File: src/hdl/otapt_pkg.sv
// ----------------------------------------------------------------------------
// otapt_pkg
// shared types, codes and defaults for the outdoor temperature averager and
// party timer block
// ----------------------------------------------------------------------------
`default_nettype none

package otapt_pkg;

    // default parameter values
    localparam int MINUTE_WINDOW_DEF   = 60;
    localparam int MAX_LONG_WINDOW_DEF = 64;
    localparam int TEMP_WIDTH_DEF      = 12;

    // fixed field widths
    localparam int PARTY_W    = 10;
    localparam int WIN_W      = 7;
    localparam int CFG_IDX_W  = 1;
    localparam int CFG_DATA_W = 10;

    // register reset values
    localparam logic [PARTY_W-1:0] PARTY_RESET  = PARTY_W'(120);
    localparam logic [WIN_W-1:0]   WINDOW_RESET = WIN_W'(36);

    // configuration register indexes
    typedef enum logic [CFG_IDX_W-1:0] {
        CFG_PARTY_MINUTES = 1'b0,
        CFG_LONG_WINDOW   = 1'b1
    } t_cfg_idx;

    // one party timer channel
    typedef struct packed {
        logic               prev;
        logic               flag;
        logic [PARTY_W-1:0] left;
    } t_party;

    // controller states
    typedef enum logic [3:0] {
        ST_CLEAR,
        ST_IDLE,
        ST_DECODE,
        ST_SWEEP,
        ST_M_RD,
        ST_M_UPD,
        ST_M_DIV,
        ST_M_WAIT,
        ST_H_RD,
        ST_H_UPD,
        ST_H_DIV,
        ST_H_WAIT,
        ST_FIN
    } t_state;

    // controller to datapath
    typedef struct packed {
        logic cap;
        logic sweep;
        logic sweep_clr;
        logic init_load;
        logic m_rd;
        logic m_upd;
        logic h_rd;
        logic h_upd;
        logic div_start;
        logic div_sel_hour;
        logic m_avg_ld;
        logic h_avg_ld;
        logic out_ld;
    } t_cmd;

    // datapath to controller
    typedef struct packed {
        logic kind;
        logic mtick;
        logic htick;
        logic sweep_last;
        logic div_done;
        logic out_free;
    } t_status;

endpackage

`default_nettype wire

File: src/hdl/otapt_div.sv
// ----------------------------------------------------------------------------
// otapt_div
// iterative restoring divider, signed dividend by unsigned divisor, one
// quotient bit per cycle, quotient truncated toward zero
// ----------------------------------------------------------------------------
`default_nettype none

module otapt_div #(
    parameter int DIV_W = 19,
    parameter int DVS_W = 7
) (
    input  wire logic                    i_clk,
    input  wire logic                    i_rst_n,
    input  wire logic                    i_start,
    input  wire logic signed [DIV_W-1:0] i_dividend,
    input  wire logic        [DVS_W-1:0] i_divisor,
    output logic                         o_done,
    output logic signed      [DIV_W-1:0] o_quotient
);

    localparam int CNT_W = $clog2(DIV_W + 1);

    logic             r_busy;
    logic             r_done;
    logic [CNT_W-1:0] r_cnt;
    logic             r_neg;
    logic [DIV_W-1:0] r_quo;
    logic [DVS_W-1:0] r_rem;
    logic [DVS_W-1:0] r_dvs;

    logic [DVS_W:0]   trial;
    logic [DVS_W:0]   diff;
    logic             ge;

    assign trial = {r_rem, r_quo[DIV_W-1]};
    assign diff  = trial - {1'b0, r_dvs};
    assign ge    = (trial >= {1'b0, r_dvs});

    always_ff @(posedge i_clk) begin
        if (!i_rst_n) begin
            r_busy <= 1'b0;
            r_done <= 1'b0;
            r_cnt  <= '0;
        end else begin
            r_done <= 1'b0;
            if (i_start) begin
                r_busy <= 1'b1;
                r_cnt  <= CNT_W'(DIV_W);
            end else if (r_busy) begin
                r_cnt <= r_cnt - 1'b1;
                if (r_cnt == CNT_W'(1)) begin
                    r_busy <= 1'b0;
                    r_done <= 1'b1;
                end
            end
        end
    end

    always_ff @(posedge i_clk) begin
        if (i_start) begin
            r_neg <= i_dividend[DIV_W-1];
            r_quo <= i_dividend[DIV_W-1] ? DIV_W'(-i_dividend) : DIV_W'(i_dividend);
            r_rem <= '0;
            r_dvs <= i_divisor;
        end else if (r_busy) begin
            r_quo <= {r_quo[DIV_W-2:0], ge};
            r_rem <= ge ? diff[DVS_W-1:0] : trial[DVS_W-1:0];
        end
    end

    assign o_done     = r_done;
    assign o_quotient = r_neg ? signed'(-r_quo) : signed'(r_quo);

endmodule

`default_nettype wire

File: src/hdl/otapt_datapath.sv
// ----------------------------------------------------------------------------
// otapt_datapath
// party timers, minute and hour rings with running sums, shared divider,
// configuration registers and result register
// ----------------------------------------------------------------------------
`default_nettype none

module otapt_datapath #(
    parameter int MINUTE_WINDOW   = otapt_pkg::MINUTE_WINDOW_DEF,
    parameter int MAX_LONG_WINDOW = otapt_pkg::MAX_LONG_WINDOW_DEF,
    parameter int TEMP_WIDTH      = otapt_pkg::TEMP_WIDTH_DEF,
    parameter int IN_W            = 16,
    parameter int OUT_W           = 48
) (
    input  wire logic                                i_clk,
    input  wire logic                                i_rst_n,
    input  wire otapt_pkg::t_cmd                     i_cmd,
    output otapt_pkg::t_status                       o_status,
    input  wire logic [IN_W-1:0]                     i_in_data,
    input  wire logic                                i_in_kind,
    input  wire logic                                i_out_ready,
    output logic                                     o_out_valid,
    output logic [OUT_W-1:0]                         o_out_data,
    input  wire logic                                i_cfg_valid,
    output logic                                     o_cfg_ready,
    input  wire logic [otapt_pkg::CFG_IDX_W-1:0]     i_cfg_index,
    input  wire logic [otapt_pkg::CFG_DATA_W-1:0]    i_cfg_data
);

    localparam int TW      = TEMP_WIDTH;
    localparam int MW      = MINUTE_WINDOW;
    localparam int LW      = MAX_LONG_WINDOW;
    localparam int PW      = otapt_pkg::PARTY_W;
    localparam int MPOS_W  = $clog2(MW);
    localparam int HPOS_W  = $clog2(LW);
    localparam int NW      = $clog2(LW + 1);
    localparam int MSUM_W  = TW + $clog2(MW);
    localparam int LSUM_W  = TW + $clog2(LW) + 1;
    localparam int DIV_W   = (MSUM_W > LSUM_W) ? MSUM_W : LSUM_W;
    localparam int DVS_MAX = (MW > LW) ? MW : LW;
    localparam int DVS_W   = $clog2(DVS_MAX + 1);
    localparam int SWEEP_N = DVS_MAX;
    localparam int SW_W    = $clog2(SWEEP_N);

    localparam logic signed [DIV_W-1:0] T_HI = DIV_W'(2**(TW-1) - 1);
    localparam logic signed [DIV_W-1:0] T_LO = -T_HI - DIV_W'(1);

    // configuration
    logic [PW-1:0]                       r_party_minutes;
    logic [otapt_pkg::WIN_W-1:0]         r_long_window;

    // latched item
    logic signed [TW-1:0] r_temp;
    logic                 r_kind;
    logic                 r_mtick;
    logic                 r_htick;

    // timers
    otapt_pkg::t_party r_heat;
    otapt_pkg::t_party r_water;

    // averaging state
    logic signed [MSUM_W-1:0] r_msum;
    logic signed [LSUM_W-1:0] r_lsum;
    logic [MPOS_W-1:0]        r_mpos;
    logic [HPOS_W-1:0]        r_hpos;
    logic signed [TW-1:0]     r_havg;
    logic signed [TW-1:0]     r_lavg;
    logic [SW_W-1:0]          r_swp;

    // rings
    logic signed [TW-1:0] r_mring [MW];
    logic signed [TW-1:0] r_hring [LW];
    logic signed [TW-1:0] r_m_rdata;
    logic signed [TW-1:0] r_h_rdata;

    // result register
    logic             r_out_valid;
    logic [OUT_W-1:0] r_out_data;

    logic [NW-1:0]            n_win;
    logic [HPOS_W-1:0]        hp_eff;
    logic [31:0]              hp_inc;
    logic                     m_we;
    logic [MPOS_W-1:0]        m_wa;
    logic signed [TW-1:0]     m_wd;
    logic                     h_we;
    logic [HPOS_W-1:0]        h_wa;
    logic signed [TW-1:0]     h_wd;
    logic [31:0]              h_limit;
    logic signed [DIV_W-1:0]  div_num;
    logic [DVS_W-1:0]         div_dvs;
    logic                     div_done;
    logic signed [DIV_W-1:0]  div_q;
    logic signed [TW-1:0]     q_sat;
    logic signed [TW-1:0]     in_temp;
    logic                     in_heat;
    logic                     in_water;
    logic                     in_mtick;
    logic                     in_htick;

    function automatic otapt_pkg::t_party party_step(
        otapt_pkg::t_party cur,
        logic              sw,
        logic              tick,
        logic [PW-1:0]     load
    );
        otapt_pkg::t_party nx;
        nx = cur;
        if (sw && !cur.prev) begin
            nx.flag = 1'b1;
            nx.left = load;
        end
        nx.prev = sw;
        if (tick) begin
            if (nx.left != '0) begin
                nx.left = nx.left - 1'b1;
            end else begin
                nx.flag = 1'b0;
            end
            if (!sw) begin
                nx.flag = 1'b0;
            end
        end
        return nx;
    endfunction

    // input fields, lowest bit up: heat switch, water switch, temp, minute, hour
    assign in_heat  = i_in_data[0];
    assign in_water = i_in_data[1];
    assign in_temp  = signed'(i_in_data[TW+1:2]);
    assign in_mtick = i_in_data[TW+2];
    assign in_htick = i_in_data[TW+3];

    // effective long window, clamped to 1..LW
    always_comb begin
        if (r_long_window == '0) begin
            n_win = NW'(1);
        end else if (32'(r_long_window) > LW) begin
            n_win = NW'(LW);
        end else begin
            n_win = NW'(r_long_window);
        end
    end

    // hour position restarts when the window shrank below it
    assign hp_eff = (32'(r_hpos) >= 32'(n_win)) ? '0 : r_hpos;
    assign hp_inc = 32'(hp_eff) + 32'd1;

    // configuration port
    assign o_cfg_ready = 1'b1;

    always_ff @(posedge i_clk) begin
        if (!i_rst_n) begin
            r_party_minutes <= otapt_pkg::PARTY_RESET;
            r_long_window   <= otapt_pkg::WINDOW_RESET;
        end else if (i_cfg_valid) begin
            unique case (otapt_pkg::t_cfg_idx'(i_cfg_index))
                otapt_pkg::CFG_PARTY_MINUTES: r_party_minutes <= i_cfg_data[PW-1:0];
                otapt_pkg::CFG_LONG_WINDOW:   r_long_window   <= i_cfg_data[otapt_pkg::WIN_W-1:0];
            endcase
        end
    end

    // item capture
    always_ff @(posedge i_clk) begin
        if (i_cmd.cap) begin
            r_temp  <= in_temp;
            r_kind  <= i_in_kind;
            r_mtick <= in_mtick;
            r_htick <= in_htick;
        end
    end

    // timers, sums, positions, means
    always_ff @(posedge i_clk) begin
        if (!i_rst_n) begin
            r_heat  <= '0;
            r_water <= '0;
            r_msum  <= '0;
            r_lsum  <= '0;
            r_mpos  <= '0;
            r_hpos  <= '0;
            r_havg  <= '0;
            r_lavg  <= '0;
            r_swp   <= '0;
        end else begin
            if (i_cmd.cap && !i_in_kind) begin
                r_heat  <= party_step(r_heat, in_heat, in_mtick, r_party_minutes);
                r_water <= party_step(r_water, in_water, in_mtick, r_party_minutes);
            end
            if (i_cmd.sweep) begin
                r_swp <= (32'(r_swp) == SWEEP_N - 1) ? '0 : r_swp + 1'b1;
            end
            if (i_cmd.init_load) begin
                r_msum <= MSUM_W'(MSUM_W'(r_temp) * MSUM_W'(MW));
                r_lsum <= LSUM_W'(LSUM_W'(r_temp) * LSUM_W'(n_win));
                r_havg <= r_temp;
                r_lavg <= r_temp;
            end
            if (i_cmd.m_upd) begin
                r_msum <= r_msum + MSUM_W'(r_temp) - MSUM_W'(r_m_rdata);
                r_mpos <= (32'(r_mpos) == MW - 1) ? '0 : r_mpos + 1'b1;
            end
            if (i_cmd.h_upd) begin
                r_lsum <= r_lsum + LSUM_W'(r_havg) - LSUM_W'(r_h_rdata);
                r_hpos <= (hp_inc >= 32'(n_win)) ? '0 : HPOS_W'(hp_inc);
            end
            if (i_cmd.m_avg_ld) begin
                r_havg <= q_sat;
            end
            if (i_cmd.h_avg_ld) begin
                r_lavg <= q_sat;
            end
        end
    end

    // ring write selection: sweep, or the normal replace of the oldest entry
    assign h_limit = i_cmd.sweep_clr ? 32'(LW) : 32'(n_win);

    always_comb begin
        m_we = 1'b0;
        m_wa = r_mpos;
        m_wd = r_temp;
        h_we = 1'b0;
        h_wa = hp_eff;
        h_wd = r_havg;
        if (i_cmd.sweep) begin
            m_we = (32'(r_swp) < MW);
            m_wa = r_swp[MPOS_W-1:0];
            m_wd = i_cmd.sweep_clr ? '0 : r_temp;
            h_we = (32'(r_swp) < h_limit);
            h_wa = r_swp[HPOS_W-1:0];
            h_wd = i_cmd.sweep_clr ? '0 : r_temp;
        end else begin
            m_we = i_cmd.m_upd;
            h_we = i_cmd.h_upd;
        end
    end

    always_ff @(posedge i_clk) begin
        if (m_we) begin
            r_mring[m_wa] <= m_wd;
        end
    end

    always_ff @(posedge i_clk) begin
        if (i_cmd.m_rd) begin
            r_m_rdata <= r_mring[r_mpos];
        end
    end

    always_ff @(posedge i_clk) begin
        if (h_we) begin
            r_hring[h_wa] <= h_wd;
        end
    end

    always_ff @(posedge i_clk) begin
        if (i_cmd.h_rd) begin
            r_h_rdata <= r_hring[hp_eff];
        end
    end

    // shared divider for both means
    assign div_num = i_cmd.div_sel_hour ? DIV_W'(r_lsum) : DIV_W'(r_msum);
    assign div_dvs = i_cmd.div_sel_hour ? DVS_W'(n_win) : DVS_W'(MW);

    otapt_div #(
        .DIV_W (DIV_W),
        .DVS_W (DVS_W)
    ) u_div (
        .i_clk      (i_clk),
        .i_rst_n    (i_rst_n),
        .i_start    (i_cmd.div_start),
        .i_dividend (div_num),
        .i_divisor  (div_dvs),
        .o_done     (div_done),
        .o_quotient (div_q)
    );

    always_comb begin
        if (div_q > T_HI) begin
            q_sat = T_HI[TW-1:0];
        end else if (div_q < T_LO) begin
            q_sat = T_LO[TW-1:0];
        end else begin
            q_sat = div_q[TW-1:0];
        end
    end

    // result register
    always_ff @(posedge i_clk) begin
        if (!i_rst_n) begin
            r_out_valid <= 1'b0;
        end else if (i_cmd.out_ld) begin
            r_out_valid <= 1'b1;
        end else if (i_out_ready) begin
            r_out_valid <= 1'b0;
        end
    end

    always_ff @(posedge i_clk) begin
        if (i_cmd.out_ld) begin
            r_out_data <= OUT_W'({r_lavg, r_havg, r_water.left, r_heat.left,
                                  r_water.flag, r_heat.flag});
        end
    end

    assign o_out_valid = r_out_valid;
    assign o_out_data  = r_out_data;

    assign o_status.kind       = r_kind;
    assign o_status.mtick      = r_mtick;
    assign o_status.htick      = r_htick;
    assign o_status.sweep_last = (32'(r_swp) == SWEEP_N - 1);
    assign o_status.div_done   = div_done;
    assign o_status.out_free   = !r_out_valid || i_out_ready;

endmodule

`default_nettype wire

File: src/hdl/otapt_ctrl.sv
// ----------------------------------------------------------------------------
// otapt_ctrl
// sequencer: clearing pass, item capture, ring sweep, minute and hour
// updates through the shared divider, result hand-off
// ----------------------------------------------------------------------------
`default_nettype none

module otapt_ctrl (
    input  wire logic                i_clk,
    input  wire logic                i_rst_n,
    input  wire logic                i_in_valid,
    output logic                     o_in_ready,
    input  wire otapt_pkg::t_status  i_status,
    output otapt_pkg::t_cmd          o_cmd
);

    otapt_pkg::t_state r_state;
    otapt_pkg::t_state n_state;

    always_ff @(posedge i_clk) begin
        if (!i_rst_n) begin
            r_state <= otapt_pkg::ST_CLEAR;
        end else begin
            r_state <= n_state;
        end
    end

    assign o_in_ready = (r_state == otapt_pkg::ST_IDLE);

    always_comb begin
        n_state = r_state;
        o_cmd   = '0;
        unique case (r_state)
            otapt_pkg::ST_CLEAR: begin
                o_cmd.sweep     = 1'b1;
                o_cmd.sweep_clr = 1'b1;
                if (i_status.sweep_last) begin
                    n_state = otapt_pkg::ST_IDLE;
                end
            end
            otapt_pkg::ST_IDLE: begin
                if (i_in_valid) begin
                    o_cmd.cap = 1'b1;
                    n_state   = otapt_pkg::ST_DECODE;
                end
            end
            otapt_pkg::ST_DECODE: begin
                if (i_status.kind) begin
                    n_state = otapt_pkg::ST_SWEEP;
                end else if (i_status.mtick) begin
                    n_state = otapt_pkg::ST_M_RD;
                end else if (i_status.htick) begin
                    n_state = otapt_pkg::ST_H_RD;
                end else begin
                    n_state = otapt_pkg::ST_FIN;
                end
            end
            otapt_pkg::ST_SWEEP: begin
                o_cmd.sweep     = 1'b1;
                o_cmd.init_load = 1'b1;
                if (i_status.sweep_last) begin
                    n_state = otapt_pkg::ST_FIN;
                end
            end
            otapt_pkg::ST_M_RD: begin
                o_cmd.m_rd = 1'b1;
                n_state    = otapt_pkg::ST_M_UPD;
            end
            otapt_pkg::ST_M_UPD: begin
                o_cmd.m_upd = 1'b1;
                n_state     = otapt_pkg::ST_M_DIV;
            end
            otapt_pkg::ST_M_DIV: begin
                o_cmd.div_start = 1'b1;
                n_state         = otapt_pkg::ST_M_WAIT;
            end
            otapt_pkg::ST_M_WAIT: begin
                if (i_status.div_done) begin
                    o_cmd.m_avg_ld = 1'b1;
                    n_state = i_status.htick ? otapt_pkg::ST_H_RD : otapt_pkg::ST_FIN;
                end
            end
            otapt_pkg::ST_H_RD: begin
                o_cmd.h_rd = 1'b1;
                n_state    = otapt_pkg::ST_H_UPD;
            end
            otapt_pkg::ST_H_UPD: begin
                o_cmd.h_upd = 1'b1;
                n_state     = otapt_pkg::ST_H_DIV;
            end
            otapt_pkg::ST_H_DIV: begin
                o_cmd.div_start    = 1'b1;
                o_cmd.div_sel_hour = 1'b1;
                n_state            = otapt_pkg::ST_H_WAIT;
            end
            otapt_pkg::ST_H_WAIT: begin
                o_cmd.div_sel_hour = 1'b1;
                if (i_status.div_done) begin
                    o_cmd.h_avg_ld = 1'b1;
                    n_state        = otapt_pkg::ST_FIN;
                end
            end
            otapt_pkg::ST_FIN: begin
                if (i_status.out_free) begin
                    o_cmd.out_ld = 1'b1;
                    n_state      = otapt_pkg::ST_IDLE;
                end
            end
            default: begin
                n_state = otapt_pkg::ST_IDLE;
            end
        endcase
    end

endmodule

`default_nettype wire

File: src/hdl/outdoor_temp_average_and_party_timer.sv
// ----------------------------------------------------------------------------
// outdoor_temp_average_and_party_timer
// hourly and long outdoor temperature means with heating and hot water
// party override timers
// ----------------------------------------------------------------------------
// One item is one scheduler call and gives exactly one result item. Items are
// worked one at a time. Each minute or hour strobe goes through a registered
// read of its ring and the shared one-bit-per-cycle divider that forms both
// means; DIV_W is the running-sum width, 19 bits at the default sizes. An init
// item rewrites both rings one entry a cycle. After reset the block runs a
// clearing pass over both rings and takes no item until it is done;
// configuration writes are taken at any time and should only be made while
// the block is idle. A finished result waits in an output register, and the
// next item is accepted while it waits.
// ----------------------------------------------------------------------------
`default_nettype none

module outdoor_temp_average_and_party_timer #(
    parameter int MINUTE_WINDOW   = otapt_pkg::MINUTE_WINDOW_DEF,
    parameter int MAX_LONG_WINDOW = otapt_pkg::MAX_LONG_WINDOW_DEF,
    parameter int TEMP_WIDTH      = otapt_pkg::TEMP_WIDTH_DEF,
    localparam int IN_W  = ((TEMP_WIDTH + 4 + 7) / 8) * 8,
    localparam int OUT_W = ((2 + 2 * otapt_pkg::PARTY_W + 2 * TEMP_WIDTH + 7) / 8) * 8
) (
    input  wire logic                             i_clk,
    input  wire logic                             i_rst_n,
    // input stream
    input  wire logic                             i_s_axis_tvalid,
    output logic                                  o_s_axis_tready,
    // heat_party_switch, water_party_switch, outdoor_temp, minute_tick, hour_tick
    input  wire logic [IN_W-1:0]                  i_s_axis_tdata,
    // kind
    input  wire logic                             i_s_axis_tuser,
    // result stream
    output logic                                  o_m_axis_tvalid,
    input  wire logic                             i_m_axis_tready,
    // heat_party_active, water_party_active, heat_minutes_left,
    // water_minutes_left, hour_mean, long_mean
    output logic [OUT_W-1:0]                      o_m_axis_tdata,
    // configuration writes
    input  wire logic                             i_cfg_valid,
    output logic                                  o_cfg_ready,
    input  wire logic [otapt_pkg::CFG_IDX_W-1:0]  i_cfg_index,
    input  wire logic [otapt_pkg::CFG_DATA_W-1:0] i_cfg_data
);

    otapt_pkg::t_cmd    cmd;
    otapt_pkg::t_status status;

    // sequencer
    otapt_ctrl u_ctrl (
        .i_clk      (i_clk),
        .i_rst_n    (i_rst_n),
        .i_in_valid (i_s_axis_tvalid),
        .o_in_ready (o_s_axis_tready),
        .i_status   (status),
        .o_cmd      (cmd)
    );

    // timers, rings, sums, divider and result register
    otapt_datapath #(
        .MINUTE_WINDOW   (MINUTE_WINDOW),
        .MAX_LONG_WINDOW (MAX_LONG_WINDOW),
        .TEMP_WIDTH      (TEMP_WIDTH),
        .IN_W            (IN_W),
        .OUT_W           (OUT_W)
    ) u_dp (
        .i_clk       (i_clk),
        .i_rst_n     (i_rst_n),
        .i_cmd       (cmd),
        .o_status    (status),
        .i_in_data   (i_s_axis_tdata),
        .i_in_kind   (i_s_axis_tuser),
        .i_out_ready (i_m_axis_tready),
        .o_out_valid (o_m_axis_tvalid),
        .o_out_data  (o_m_axis_tdata),
        .i_cfg_valid (i_cfg_valid),
        .o_cfg_ready (o_cfg_ready),
        .i_cfg_index (i_cfg_index),
        .i_cfg_data  (i_cfg_data)
    );

    // an accepted item takes the sequencer out of idle at once
    a_busy_after_accept : assert property (
        @(posedge i_clk) disable iff (!i_rst_n)
        (i_s_axis_tvalid && o_s_axis_tready) |=> !o_s_axis_tready
    ) else $error("input still ready right after an accepted item");

    // a result is only loaded when the output register is free
    a_no_overwrite : assert property (
        @(posedge i_clk) disable iff (!i_rst_n)
        cmd.out_ld |-> (!o_m_axis_tvalid || i_m_axis_tready)
    ) else $error("pending result overwritten");

    // a result appears only after the sequencer loaded one
    a_valid_from_load : assert property (
        @(posedge i_clk) disable iff (!i_rst_n)
        $rose(o_m_axis_tvalid) |-> $past(cmd.out_ld)
    ) else $error("result valid without a load");

endmodule

`default_nettype wire

File: config.mk
export PLATFORM = sky130hd
export DESIGN_NAME = outdoor_temp_average_and_party_timer
export DESIGN_NICKNAME = d
export VERILOG_FILES = /design/src/hdl/otapt_pkg.sv /design/src/hdl/otapt_div.sv /design/src/hdl/otapt_datapath.sv /design/src/hdl/otapt_ctrl.sv /design/src/hdl/outdoor_temp_average_and_party_timer.sv
export SDC_FILE = /design/constraint.sdc
export NUM_CORES = 2
export LEC_CHECK = 0
export ABC_CLOCK_PERIOD_IN_PS = 8100
export BUFFER_PORTS_ARGS = -buffer_cell sky130_fd_sc_hd__clkbuf_2
export CORE_ASPECT_RATIO = 2
export CORE_MARGIN = 2
export CORE_UTILIZATION = 51
export CTS_CLUSTER_DIAMETER = 80
export DETAILED_ROUTE_END_ITERATION = 16
export PLACE_DENSITY = 0.72
export SLEW_MARGIN = 25
export SYNTH_ARGS = -nofsm -noshare
export SYNTH_HDL_FRONTEND = slang
export SYNTH_SLANG_ARGS = --single-unit
File: constraint.sdc
create_clock -name i_clk -period 8.1 [get_ports i_clk]
set_input_delay 0.405 -clock i_clk [delete_from_list [all_inputs] [get_ports i_clk]]
set_output_delay 0.405 -clock i_clk [all_outputs]
set_load 0.1 [all_outputs]
==> impl_metrics.csv <==
group,metric,value,unit
sta,setup_viol,0,
routing,routed_wl,206,mm
critical_path,cp_data_arrival_time,6.29,ns
routing,via_per_inst,6.20,
floorplanning,die_h,553,um
floorplanning,ios,84,
sta,skew,0.0641,ns
sta,fin_crit_sh,73.1,%
synthesis,synth_cell_types,76,
routing,vias,45900,
routing,met3_length,11.7,mm
final_layout,nets,5653,
routing,avgRoutedWirePerCell,27.8,um
grt,antenna_found_initial,4,
power_and_ir_drop,clkPwrFrac,41.8,%
final_layout,fin_area,85400,um2
final_layout,layout_commonest_cell,"edfxtp_1",
cts,cts_tree,"built",
critical_path,slowest_stage,"nor2_1",
critical_path,critPathMaxFanout,26,
routing,top_layer,"met5",
synthesis,async_flop_share,0,%
sta,hold_viol,0,
sta,period_needed,5.92,ns
floorplanning,start_util,51.3,%
critical_path,cp_num_buf_inv,2,
hold_path,hold-path-endpoint,"u_dp.r_lavg[11]",
cts,clock_latency,0.80,ns
final_layout,fill_cells,11400,
power_and_ir_drop,p_switching,0.00360,W
sta,finalMaxSlewViolations,0,
cts,cts_resized,0,
placed_design,hpwl,141,mm
power_and_ir_drop,leakage,26.4,nW
grt,grt_max_degree,181,
critical_path,reg2reg_depth,11,
sta,relSlewSlack,19.4,%
sta,max_freq,169,MHz
synthesis,yosysSeqAreaShare,66.2,%
grt,grt.total_usage,26.5,%
synthesis,synthCells,5254,
synthesis,yosysWarnings,0,
cts,clockBufferDepth,4,
critical_path,start_kind,"flop",
final_layout,layout-drive-gt1-share,14.8,%
sta,rsz0062_at_grt,"no",
critical_path,r2r-start,"u_dp.r_long_window[6]",
placed_design,gp_congestion,0.986,
power_and_ir_drop,sequentialPowerShare,55.0,%
cts,htreeDepth,4,
final_layout,areaGrowthSynthToFinish,11.2,%
routing,drc_errors,0,
floorplanning,die_x,278,um
routing,wl_met1,65.5,mm
critical_path,slowest_delay,1.13,ns
synthesis,ys.flop_type,"edfxtp_1",
cts,cts.sinks,1739,
critical_path,worst_ep_required_time,8.47,ns
cts,cts_buffers,153,
power_and_ir_drop,p_comb_share,3.2,%
final_layout,final_cell_mix,"edfxtp_1 (1,600), nor2_1 (393), nand2_1 (346)",
hold_path,hold_start,"i_rst_n",
critical_path,cp_cell_sequence,"buf_4 -> nor2b_1 -> clkinv_1 -> ha_1 -> a21o_1 -> a31oi_1 -> o21a_1 -> nand2_4 -> o21ai_0 -> nand3_1 -> nor2_1",
critical_path,cp-end-kind,"flop",
grt,grt-ovfl-total,0,
job,max_cap_violations,0,
power_and_ir_drop,power_density,207,nW/um2
routing,drt-pass1-iter-count,7,
grt,grt_pass1_vias,46800,
outcome,status,"finished, final reports clean",
cts,clk_pin_slew,0.07,ns
power_and_ir_drop,ir_drop,0.151,mV
synthesis,syn_avg_cell_area,14.6,um2
sta,setup_tns,0,ns
placed_design,portBuffers,80,
power_and_ir_drop,netSwitchingFraction,20.3,%
floorplanning,core_area,150000,um2
critical_path,reg2reg_setup_slack,2.18,ns
hold_path,hold_depth,3,
routing,drtIter0Drc,4465,
synthesis,ys_ff_latch,1739,
synthesis,synth_edf_count,1600,
routing,ant_nets,0,
critical_path,r2r-end,"u_dp.r_hring[31][10]",
hold_path,hold_class,"in2reg",
floorplanning,fp-row-count,201,
sta,tightest_slew,1.19,ns
grt,grt_pass1_wl,300,mm
synthesis,netlist_area,76800,um2
power_and_ir_drop,internal_power,0.0141,W
cts,cts_root_buffer,"clkbuf_16",
placed_design,place_area,79900,um2
critical_path,cp_top_family,"simple AND/OR/NAND/NOR gates",
routing,dr_wl_met2,111,mm
floorplanning,dieArea,154000,um2
critical_path,crit_type,"reg2reg",
## layer usage
metal,vias up,global-route usage [%]
met3,691,3.69
met5,-,0
met2,2018,49.2
met1,23000,26.5
li1,20200,-
met4,2,20.0
## registers in the layout, indices dropped and copies added, names as in the netlist, 18 cells and up
name	flops
u_dp.r_mring	720
u_dp.u_div.r_quo	19
u_dp.r_lsum	19
u_dp.r_msum	18
u_dp.o_out_data	46
u_dp.r_hring	768
## power by group through the flow
stage | logic [W] | registers (W) | clock network (W)
finish | 0.000560 | 0.00973 | 0.00740
global route | 0.000604 | 0.00972 | 0.00777
CTS | 0.000549 | 0.00973 | 0.00748
detailed placement | 0.000534 | 0.00992 | 0
global placement | 0.000527 | 0.00992 | 0
floorplan | 0.000358 | 0.00991 | 0
## synth_stat cells, drive strengths merged, types with 119 or more instances
cell / n / area share [%]
edfxtp: 1600 / 63
nor2: 442 / 2.2
nand2: 351 / 1.7
inv: 302 / 1.5
a21oi: 289 / 1.9
clkbuf: 233 / 1.1
mux4: 225 / 6.6
o211ai: 171 / 1.7
dfxtp: 139 / 3.6
ha: 137 / 2.2
o21ai: 130 / 0.85
fa: 119 / 3.1
## area by class of cell
class,count,area [um2],share of cell area (%)
inverters,311,1170,1.37
flip-flops and latches,1739,50800,59.6
diodes,3,7.51,0.00879
clock inverters,82,953,1.12
clock buffers,184,4040,4.73
well taps,1928,2410,2.83
repair buffers,246,1860,2.18
multi-input cells,2913,24100,28.2
## worst max path at each step
stage	slack [ns]	cells after the start	end	from
4_1_cts	2.19	11	u_dp.r_hring[59][0]	u_dp.r_long_window[6]
5_1_grt	1.97	19	u_dp.r_hpos[4]	u_dp.r_long_window[6]
3_5_place_dp	2.26	11	u_dp.r_hring[59][10]	u_dp.r_long_window[6]
6_report	2.18	11	u_dp.r_hring[31][10]	u_dp.r_long_window[6]
3_3_place_gp	2.44	19	u_dp.r_lsum[18]	u_dp.r_long_window[6]
2_1_floorplan	3.31	20	u_dp.r_lsum[18]	u_dp.r_long_window[6]
## metrics by stage
stage	power [W]	worst slack, ns	cells	hold slack (ns)	utilization, %
6_report	0.0177	2.18	7406	0.277	57.1
4_1_cts	0.0178	2.19	7401	0.244	57.0
2_1_floorplan	0.0103	3.31	5255	0.403	-
5_1_grt	0.0181	1.97	7404	0.322	57.0
3_3_place_gp	0.0104	2.44	7099	0.416	53.3
3_5_place_dp	0.0105	2.26	7104	0.423	53.4
## worst reg2reg max path, stage by stage (launching register included)
cell	delay [ns]
dfxtp_1	0.30
buf_4	0.21
nor2b_1	0.56
clkinv_1	0.49
ha_1	0.43
a21o_1	0.18
a31oi_1	0.33
o21a_1	0.41
nand2_4	0.24
o21ai_0	0.30
nand3_1	0.88
nor2_1	1.15
## cells by family (layout without fill, tap and decap cells)
group,Yosys count,in the layout,synth area share [%]
flops,1739,1739,66.2
simple gates,1129,1129,6.49
fa+ha+maj,256,256,5.33
mux,391,391,8.84
other cells,2,6,0.00978
buf+inv,603,823,2.98
compound gates,1013,1013,8.77
xor+xnor,121,121,1.38
## repair_timing
item / 4_1_cts / 5_1_grt
buffers inserted: 0 / 0
hold endpoints to repair: 37 / 0
hold buffers: 31 / 0
Power figures use the tool's default switching activity.
